`src/csvfs_pkg.sv`:
```
// Types, codes and constants shared by the field splitter modules.
// No dependencies.
`timescale 1ns / 1ps
`default_nettype none

package csvfs_pkg;

  // Upper bound on fields that a delimiter may end
  localparam int unsigned CSVFS_MAX_FIELDS = 128;

  // Configuration register indexes
  localparam int unsigned CfgIdxW = 3;
  localparam logic [CfgIdxW-1:0] CFG_DELIMITER   = 3'd0;
  localparam logic [CfgIdxW-1:0] CFG_QUOTE_CHAR  = 3'd1;
  localparam logic [CfgIdxW-1:0] CFG_ESCAPE_CHAR = 3'd2;
  localparam logic [CfgIdxW-1:0] CFG_SKIP_SPACE  = 3'd3;
  localparam logic [CfgIdxW-1:0] CFG_FIELD_LIMIT = 3'd4;

  // Result kinds
  localparam logic KIND_DATA = 1'b0;
  localparam logic KIND_END  = 1'b1;

  // Characters
  localparam logic [7:0] CH_N     = 8'h6E;
  localparam logic [7:0] CH_R     = 8'h72;
  localparam logic [7:0] CH_V     = 8'h76;
  localparam logic [7:0] CH_F     = 8'h66;
  localparam logic [7:0] CH_T     = 8'h74;
  localparam logic [7:0] CH_SPACE = 8'h20;
  localparam logic [7:0] CH_DQUOTE = 8'h22;
  localparam logic [7:0] CH_APOS  = 8'h27;
  localparam logic [7:0] CH_BSLASH = 8'h5C;
  localparam logic [7:0] CH_LF    = 8'h0A;
  localparam logic [7:0] CH_CR    = 8'h0D;
  localparam logic [7:0] CH_VT    = 8'h0B;
  localparam logic [7:0] CH_FF    = 8'h0C;
  localparam logic [7:0] CH_TAB   = 8'h09;

  localparam int unsigned ResDepth = 3;

  typedef enum logic [4:0] {
    PH_START  = 5'b00001,
    PH_NORMAL = 5'b00010,
    PH_ESCAPE = 5'b00100,
    PH_QUOTE  = 5'b01000,
    PH_QEND   = 5'b10000
  } csvfs_phase_e;

  typedef enum logic {
    RET_NORMAL = 1'b0,
    RET_QUOTE  = 1'b1
  } csvfs_ret_e;

  typedef struct packed {
    logic [7:0] delimiter;
    logic [7:0] quote_char;
    logic [7:0] escape_char;
    logic       skip_space;
    logic [7:0] field_limit;
  } csvfs_cfg_t;

  typedef struct packed {
    csvfs_phase_e phase;
    csvfs_ret_e   ret;
    logic [7:0]   field_cnt;
    logic [15:0]  len_cnt;
  } csvfs_state_t;

  typedef struct packed {
    logic        kind;
    logic [7:0]  out_byte;
    logic [7:0]  field_number;
    logic [15:0] field_length;
    logic        record_done;
    logic        run_last;
  } csvfs_res_t;

  // Escape map: bit 8 set when the byte maps to a single data byte
  function automatic logic [8:0] unescape_map(input logic [7:0] ch);
    logic [8:0] r;
    case (ch)
      CH_N:      r = {1'b1, CH_LF};
      CH_R:      r = {1'b1, CH_CR};
      CH_V:      r = {1'b1, CH_VT};
      CH_F:      r = {1'b1, CH_FF};
      CH_T:      r = {1'b1, CH_TAB};
      CH_DQUOTE: r = {1'b1, ch};
      CH_APOS:   r = {1'b1, ch};
      CH_BSLASH: r = {1'b1, ch};
      default:   r = {1'b0, ch};
    endcase
    return r;
  endfunction

endpackage

`default_nettype wire

```
`src/csvfs_step.sv`:
```
// Parse step for one record byte: next parser state and up to three results.
// Depends on csvfs_pkg.
`timescale 1ns / 1ps
`default_nettype none

module csvfs_step import csvfs_pkg::*; #(
  parameter int unsigned MAX_FIELDS = CSVFS_MAX_FIELDS
) (
  input  csvfs_cfg_t                 cfg_i,
  input  csvfs_state_t               state_i,
  input  logic [7:0]                 ch_i,
  input  logic                       eor_i,
  output csvfs_state_t               state_o,
  output csvfs_res_t [ResDepth-1:0]  res_o,
  output logic [1:0]                 res_cnt_o
);

  localparam logic [7:0] MaxFields = 8'(MAX_FIELDS);

  logic [7:0]   lim;
  logic         delim_hit;
  logic         esc_hit;
  logic         quote_open;
  logic [8:0]   umap;
  logic [1:0]   n_data;
  logic [7:0]   d0;
  logic [7:0]   d1;
  logic         delim_end;
  csvfs_phase_e phase_nx;
  csvfs_ret_e   ret_nx;
  logic [16:0]  len_sum;
  logic [15:0]  len_after;
  logic [7:0]   fc_after;
  logic [1:0]   k;

  // Byte classification against the configured characters
  always_comb begin
    lim        = (cfg_i.field_limit > MaxFields) ? MaxFields : cfg_i.field_limit;
    delim_hit  = (cfg_i.delimiter != 8'd0) && (ch_i == cfg_i.delimiter) &&
                 (state_i.field_cnt < lim);
    esc_hit    = (cfg_i.escape_char != 8'd0) && (ch_i == cfg_i.escape_char);
    quote_open = (cfg_i.quote_char != 8'd0) && (ch_i == cfg_i.quote_char);
    umap       = unescape_map(ch_i);
  end

  // Phase transitions and data bytes produced
  always_comb begin
    n_data    = 2'd0;
    d0        = ch_i;
    d1        = ch_i;
    delim_end = 1'b0;
    phase_nx  = state_i.phase;
    ret_nx    = state_i.ret;
    unique case (state_i.phase)
      PH_NORMAL: begin
        if (delim_hit) begin
          delim_end = 1'b1;
          phase_nx  = PH_START;
        end else if (esc_hit) begin
          phase_nx = PH_ESCAPE;
          ret_nx   = RET_NORMAL;
        end else begin
          n_data = 2'd1;
        end
      end
      PH_QUOTE: begin
        if (ch_i == cfg_i.quote_char) begin
          phase_nx = PH_QEND;
        end else if (esc_hit) begin
          phase_nx = PH_ESCAPE;
          ret_nx   = RET_QUOTE;
        end else begin
          n_data = 2'd1;
        end
      end
      PH_ESCAPE: begin
        if (umap[8]) begin
          n_data = 2'd1;
          d0     = umap[7:0];
        end else begin
          n_data = 2'd2;
          d0     = CH_BSLASH;
          d1     = ch_i;
        end
        phase_nx = (state_i.ret == RET_QUOTE) ? PH_QUOTE : PH_NORMAL;
      end
      PH_QEND: begin
        if (delim_hit) begin
          delim_end = 1'b1;
          phase_nx  = PH_START;
        end
      end
      default: begin
        if (delim_hit) begin
          delim_end = 1'b1;
          phase_nx  = PH_START;
        end else if (quote_open) begin
          phase_nx = PH_QUOTE;
        end else if (esc_hit) begin
          phase_nx = PH_ESCAPE;
          ret_nx   = RET_NORMAL;
        end else if (cfg_i.skip_space && (ch_i == CH_SPACE)) begin
          phase_nx = PH_START;
        end else begin
          n_data   = 2'd1;
          phase_nx = PH_NORMAL;
        end
      end
    endcase
  end

  // Counters: saturate length, saturate field index
  always_comb begin
    len_sum   = {1'b0, state_i.len_cnt} + 17'(n_data);
    len_after = len_sum[16] ? 16'hFFFF : len_sum[15:0];
    fc_after  = state_i.field_cnt;
    if (delim_end && (state_i.field_cnt != 8'hFF)) begin
      fc_after = state_i.field_cnt + 8'd1;
    end
  end

  // Pack results in order: data bytes, delimiter end, record end
  always_comb begin
    res_o = '0;
    k     = n_data;
    res_o[0].kind         = KIND_DATA;
    res_o[0].out_byte     = d0;
    res_o[0].field_number = state_i.field_cnt;
    res_o[1].kind         = KIND_DATA;
    res_o[1].out_byte     = d1;
    res_o[1].field_number = state_i.field_cnt;
    if (delim_end) begin
      res_o[k].kind         = KIND_END;
      res_o[k].out_byte     = 8'd0;
      res_o[k].field_number = state_i.field_cnt;
      res_o[k].field_length = len_after;
      res_o[k].record_done  = 1'b0;
      k = k + 2'd1;
    end
    if (eor_i) begin
      res_o[k].kind         = KIND_END;
      res_o[k].out_byte     = 8'd0;
      res_o[k].field_number = fc_after;
      res_o[k].field_length = delim_end ? 16'd0 : len_after;
      res_o[k].record_done  = 1'b1;
      k = k + 2'd1;
    end
    if (k != 2'd0) begin
      res_o[k - 2'd1].run_last = 1'b1;
    end
    res_cnt_o = k;
  end

  // Next state; record end returns everything to reset values
  always_comb begin
    if (eor_i) begin
      state_o.phase     = PH_START;
      state_o.ret       = RET_NORMAL;
      state_o.field_cnt = 8'd0;
      state_o.len_cnt   = 16'd0;
    end else begin
      state_o.phase     = phase_nx;
      state_o.ret       = ret_nx;
      state_o.field_cnt = fc_after;
      state_o.len_cnt   = delim_end ? 16'd0 : len_after;
    end
  end

endmodule

`default_nettype wire

```
`src/csv_field_splitter.sv`:
```
// Top level of the CSV field splitter: config registers, parser state, result buffer.
// Depends on csvfs_pkg and csvfs_step.
//
//   channel   direction  beat carries
//   s_axis    in         tdata: in_byte; tlast: end_of_record
//   m_axis    out        tdata: out_byte, field_number, field_length; tuser: kind,
//                        record_done; tlast: run_last
//   cfg       in         cfg_index_i: register index; cfg_data_i: value
//
// A byte is parsed in the cycle it is accepted and its 0 to 3 results are
// loaded into a three-entry result buffer, drained one beat per cycle while
// m_axis_tready_i is high. Throughput is one byte per cycle while each byte
// gives at most one result and the output is not stalled; a byte with more
// results holds the input until the single output port drains the buffer.
// Reset is asynchronous, active low, and clears config to its defaults and
// the parser to start of field. The config port is always ready.
`timescale 1ns / 1ps
`default_nettype none

module csv_field_splitter import csvfs_pkg::*; #(
  parameter int unsigned MAX_FIELDS = CSVFS_MAX_FIELDS
) (
  input  logic               clk_i,
  input  logic               rst_ni,
  // tdata[7:0] in_byte
  input  logic [7:0]         s_axis_tdata_i,
  input  logic               s_axis_tlast_i,
  input  logic               s_axis_tvalid_i,
  output logic               s_axis_tready_o,
  // tdata[7:0] out_byte, [15:8] field_number, [31:16] field_length
  output logic [31:0]        m_axis_tdata_o,
  // tuser[0] kind, [1] record_done
  output logic [1:0]         m_axis_tuser_o,
  output logic               m_axis_tlast_o,
  output logic               m_axis_tvalid_o,
  input  logic               m_axis_tready_i,
  input  logic               cfg_valid_i,
  output logic               cfg_ready_o,
  input  logic [CfgIdxW-1:0] cfg_index_i,
  input  logic [7:0]         cfg_data_i
);

  csvfs_cfg_t                cfg_q;
  csvfs_state_t              state_q;
  csvfs_state_t              state_d;
  csvfs_res_t [ResDepth-1:0] step_res;
  logic [1:0]                step_cnt;
  csvfs_res_t [ResDepth-1:0] res_q;
  logic [1:0]                cnt_q;
  logic [1:0]                rd_q;
  csvfs_res_t                cur;
  logic                      in_beat;
  logic                      out_beat;
  logic                      out_last;

  assign cfg_ready_o = 1'b1;

  // Config register writes
  always_ff @(posedge clk_i or negedge rst_ni) begin
    if (!rst_ni) begin
      cfg_q.delimiter   <= 8'd44;
      cfg_q.quote_char  <= 8'd34;
      cfg_q.escape_char <= 8'd1;
      cfg_q.skip_space  <= 1'b0;
      cfg_q.field_limit <= 8'd1;
    end else if (cfg_valid_i && cfg_ready_o) begin
      unique case (cfg_index_i)
        CFG_DELIMITER:   cfg_q.delimiter   <= cfg_data_i;
        CFG_QUOTE_CHAR:  cfg_q.quote_char  <= cfg_data_i;
        CFG_ESCAPE_CHAR: cfg_q.escape_char <= cfg_data_i;
        CFG_SKIP_SPACE:  cfg_q.skip_space  <= cfg_data_i[0];
        CFG_FIELD_LIMIT: cfg_q.field_limit <= cfg_data_i;
        default: ;
      endcase
    end
  end

  csvfs_step #(
    .MAX_FIELDS(MAX_FIELDS)
  ) u_step (
    .cfg_i     (cfg_q),
    .state_i   (state_q),
    .ch_i      (s_axis_tdata_i),
    .eor_i     (s_axis_tlast_i),
    .state_o   (state_d),
    .res_o     (step_res),
    .res_cnt_o (step_cnt)
  );

  // Output side of the buffer
  assign cur             = res_q[rd_q];
  assign m_axis_tvalid_o = (cnt_q != 2'd0);
  assign m_axis_tdata_o  = {cur.field_length, cur.field_number, cur.out_byte};
  assign m_axis_tuser_o  = {cur.record_done, cur.kind};
  assign m_axis_tlast_o  = cur.run_last;

  assign out_beat = m_axis_tvalid_o && m_axis_tready_i;
  assign out_last = (rd_q == (cnt_q - 2'd1));

  // Take a new byte when the buffer is empty or drains its last entry now
  assign s_axis_tready_o = (cnt_q == 2'd0) || (out_beat && out_last);
  assign in_beat         = s_axis_tvalid_i && s_axis_tready_o;

  // Advance parser state on each accepted byte
  always_ff @(posedge clk_i or negedge rst_ni) begin
    if (!rst_ni) begin
      state_q.phase     <= PH_START;
      state_q.ret       <= RET_NORMAL;
      state_q.field_cnt <= 8'd0;
      state_q.len_cnt   <= 16'd0;
    end else if (in_beat) begin
      state_q <= state_d;
    end
  end

  // Buffer control: load on input beat, step read index on output beat
  always_ff @(posedge clk_i or negedge rst_ni) begin
    if (!rst_ni) begin
      cnt_q <= 2'd0;
      rd_q  <= 2'd0;
    end else if (in_beat) begin
      cnt_q <= step_cnt;
      rd_q  <= 2'd0;
    end else if (out_beat) begin
      if (out_last) begin
        cnt_q <= 2'd0;
        rd_q  <= 2'd0;
      end else begin
        rd_q <= rd_q + 2'd1;
      end
    end
  end

  // Hold result payload
  always_ff @(posedge clk_i) begin
    if (in_beat) begin
      res_q <= step_res;
    end
  end

  // Read index stays inside the loaded results
  a_rd_in_range: assert property (@(posedge clk_i) disable iff (!rst_ni)
    m_axis_tvalid_o |-> (rd_q < cnt_q))
    else $error("result read index beyond loaded count");

  // tlast marks exactly the final buffered result
  a_last_matches: assert property (@(posedge clk_i) disable iff (!rst_ni)
    m_axis_tvalid_o |-> (m_axis_tlast_o == out_last))
    else $error("run_last does not match final buffered result");

  // A byte with end of record leaves the parser at start of record
  a_eor_resets: assert property (@(posedge clk_i) disable iff (!rst_ni)
    (in_beat && s_axis_tlast_i) |=>
      (state_q.phase == PH_START) && (state_q.field_cnt == 8'd0) &&
      (state_q.len_cnt == 16'd0))
    else $error("parser state not cleared after record end");

  // A record end always delivers a record_done result
  a_eor_result: assert property (@(posedge clk_i) disable iff (!rst_ni)
    (in_beat && s_axis_tlast_i) |=> (cnt_q != 2'd0) && res_q[cnt_q - 2'd1].record_done)
    else $error("record end gave no final field end");

endmodule

`default_nettype wire
```
`config.mk`:
```
export PLATFORM = sky130hd
export DESIGN_NAME = csv_field_splitter
export DESIGN_NICKNAME = d
export VERILOG_FILES = /design/src/csvfs_pkg.sv /design/src/csvfs_step.sv /design/src/csv_field_splitter.sv
export SDC_FILE = /design/constraint.sdc
export NUM_CORES = 1
export LEC_CHECK = 0
export ABC_AREA = 1
export BUFFER_PORTS_ARGS = -buffer_cell sky130_fd_sc_hd__buf_2
export CORE_MARGIN = 5
export CORE_UTILIZATION = 50
export CTS_BUF_LIST = sky130_fd_sc_hd__clkbuf_4
export DETAILED_ROUTE_END_ITERATION = 12
export GPL_ROUTABILITY_DRIVEN = 0
export PLACE_DENSITY_LB_ADDON = 0.05
export SKIP_LAST_GASP = 1
export SYNTH_ARGS = -nofsm -noshare
export SYNTH_HDL_FRONTEND = slang
export SYNTH_SLANG_ARGS = --single-unit
```
`constraint.sdc`:
```
create_clock -name clk_i -period 4.4 [get_ports clk_i]
set_input_delay 0.66 -clock clk_i [delete_from_list [all_inputs] [get_ports clk_i]]
set_output_delay 0.66 -clock clk_i [all_outputs]
set_load 0.01 [all_outputs]
```
==> impl_results.md <==
- # IOs: 63
- Crit share post-route: 92.9%
- RR Endpoint: res_q[49]
- Setup Skew: 0.0215 ns
- Top FF cell, synth: edfxtp_1
- Post-route ant nets: 0
- Worst reg-to-reg setup slack: 0.31 ns
- Minimum clock period: 4.09 ns
- Post-Syn Area per Cell: 8.41 sq um
- CP peak stage delay: 0.42 ns
- Most common cell in the synthesized netlist: nand2_1
- Clock transition at path regs: 0.14 ns
- Slew HR: 40.8%
- RSZ-0062 raised after global routing: true
- CP bufs+invs: 2
- Rows: 48
- Worst Path Required: 4.79 ns
- Synth top area cells: edfxtp_1 (33%), dfrtp_1 (17%), nand2_1 (9.0%)
- First-pass GRT wire length: 36,300 um
- Skew-Pair Late Insertion Delay: 0.55 ns
- Reg power frac: 41.7%
- H-tree depth reported by CTS: 4
- Number of synthesized register bits: 164
- Worst vdd rail ir drop: 253 uV
- Worst EP arrival: 4.47 ns
- Longest Clk Path Bufs: 2
- Num Clock Sinks: 164
- Net Switching: 2.18 mW
- Final Hold Vio Count: 0
- Worst setup EP type: flip-flop
- Starting Density: 51.0%
- P per Cell Area: 566 nW/um^2
- Die Width: 143 um
- Vias per inst: 5.38
- DR vias: 7,245
- Initial antenna violation count: 1
- Crit path launch type: flip-flop
- Comb pwr share: 38.2%
- Worst slew pin tran: 0.889 ns
- Post-synth EDFFs: 97
- Placed insts: 1,311
- Cells on worst reg2reg path: 25
- Maxcap violations: 0
- DR iter-0 viols: 512
- Post-Layout Cell Count: 1,347
- Chip height: 143 um
- Number of port buffers: 61
- Clock Power Share: 20.2%
- Top-area cell type share of the netlist area: 33.0%
- Critical path class: flip-flop to flip-flop
- Warnings from Yosys: 0
- CP dominant cell by count: nand2_1
- Vias in the first global route: 6,957
- Syn_nets: 1,093
- Die ar.: 20,400 sq um
- Sw frac: 39.3%
- Post-synthesis async set-or-reset flop share: 40.9%
- DRT Pass-1 Iters: 5
- Final setup fails: 0
- Synth area leader: edfxtp_1
- Seq/Total Area, Yosys: 52.1%
- Core ar.: 17,300 sq um
- Post-synth top cells: nand2_1 (212), nor2_1 (162), o21ai_0 (124)
- HP Class: input pin to async pin
- Total CTS buffers: 17
- Hold slack: 0.211 ns
- # hold bufs at CTS: 0
- GRT overflow: 0
- Layout cell share with drive strength beyond 1: 14.9%
- Slew Limit Fails: 0
- Synth Cell Area: 8830 sq um
- Post-synth cell types: 39
- Detailed Place HPWL: 14,900 um
- Reg2reg start: cfg_q[5]
- Mapped Cells: 1,050
- CP top delay family: simple AND/OR/NAND/NOR gates
- GRT Overall Usage: 22.5%
- Wirelength, routed: 21,800 um
- Internal power: 3.37 mW
- Static leakage: 4.25 nW
- CTS tree: done
- Area growth syn-to-layout: 11.2%
- Largest net degree at the start of global routing: 104
- DR WL/cell: 16.2 um
- CTS root buf: clkbuf_4
- Nets: 1,151
- Worst path slowest cell: dfrtp_1
- Status: finished, final reports clean
- Crit path max fanout: 6
- Drt drc: 0
- Fmax: 245 MHz
repair_timing:
item,in CTS,in global routing
endpoints found under the setup margin,0,64
setup buffers,0,3
resized for setup,0,17
per-stage QoR:
step | power, mW | TNS, ns | worst slack (ns) | utilization, % | instance area [sq um]
2_1_floorplan | 3.72 | 0 | 0.532 | - | 8830
3_3_place_gp | 4.48 | 0 | 0.294 | 54.1 | 9350
3_5_place_dp | 4.49 | 0 | 0.193 | 54.1 | 9350
4_1_cts | 5.61 | 0 | 0.168 | 56.2 | 9720
5_1_grt | 6.00 | -0.114 | -0.0377 | 56.8 | 9820
6_report | 5.56 | 0 | 0.313 | 56.8 | 9820
power by group through the flow:
stage	clock network (mW)	registers, mW	logic (mW)
2_1_floorplan	0	2.29	1.42
3_3_place_gp	0	2.35	2.13
3_5_place_dp	0	2.35	2.14
4_1_cts	1.14	2.32	2.15
5_1_grt	1.22	2.36	2.42
6_report	1.12	2.32	2.12
placed cells by master, fill, tap and decap left out, types with 2 or more instances in the layout:
| cell | instances |
|---|---|
| a21oi_1 | 30 |
| buf_2 | 61 |
| buf_4 | 16 |
| bufinv_16 | 6 |
| clkbuf_4 | 20 |
| dfrtp_1 | 59 |
| dfstp_2 | 8 |
| edfxtp_1 | 97 |
| ha_1 | 17 |
| inv_1 | 94 |
| inv_2 | 12 |
| inv_4 | 5 |
| inv_6 | 2 |
| nand2_1 | 211 |
| nand2_2 | 5 |
| nand3_1 | 71 |
| nand4_1 | 9 |
| nor2_1 | 157 |
| nor2_2 | 5 |
| nor2_4 | 4 |
| nor3_1 | 31 |
| nor3_2 | 10 |
| o21ai_0 | 123 |
| o21ai_1 | 7 |
| o21ai_2 | 2 |
| o21ai_4 | 3 |
| o22ai_1 | 18 |
| xnor2_1 | 5 |
| xor2_1 | 19 |
logic make-up after synthesis:
group | Yosys count | synth area share, %
DFF | 164 | 52.1
adders and majority gates | 18 | 2.64
and+or+nand+nor | 505 | 24.4
xor gates and xnor gates | 24 | 2.38
buffers and inverters | 149 | 6.89
AOI/OAI and AO/OA | 189 | 11.6
other | 1 | 0.0425
final cells by class:
class | count | area, sq um
fillers | 1618 | 7480
clock inverters | 12 | 223
inverters | 109 | 418
flip-flops and latches | 164 | 4600
well taps | 225 | 282
diodes | 1 | 2.50
clock buffers | 20 | 150
repair buffers | 79 | 457
multi-input cells | 737 | 3690
per-layer routing:
layer,track usage (%),share of wire (%),vias up,wire length [um]
met5,0,0,-,0
met4,6.95,2.2,0,487
met3,3.58,4.4,38,955
met2,36.2,47,178,10300
met1,31.7,46,3414,10100
li1,-,-,3615,-
state kept, by name (all words and copies together), names as in the netlist:
signal,count
res_q,97
cfg_q,33
state_q,30
cnt_q,2
rd_q,2
how the worst max path moves through the flow:
stage / from / to / slack [ns] / cells after the start
2_1_floorplan: cfg_q[5] / res_q[16] / 0.53 / 26
3_3_place_gp: s_axis_tdata_i[6] / res_q[49] / 0.29 / 20
3_5_place_dp: s_axis_tdata_i[6] / res_q[49] / 0.19 / 20
4_1_cts: cfg_q[5] / res_q[8] / 0.17 / 26
5_1_grt: cfg_q[5] / res_q[49] / -0.04 / 25
6_report: cfg_q[5] / res_q[49] / 0.31 / 25
(Power assumes the default switching activity.)
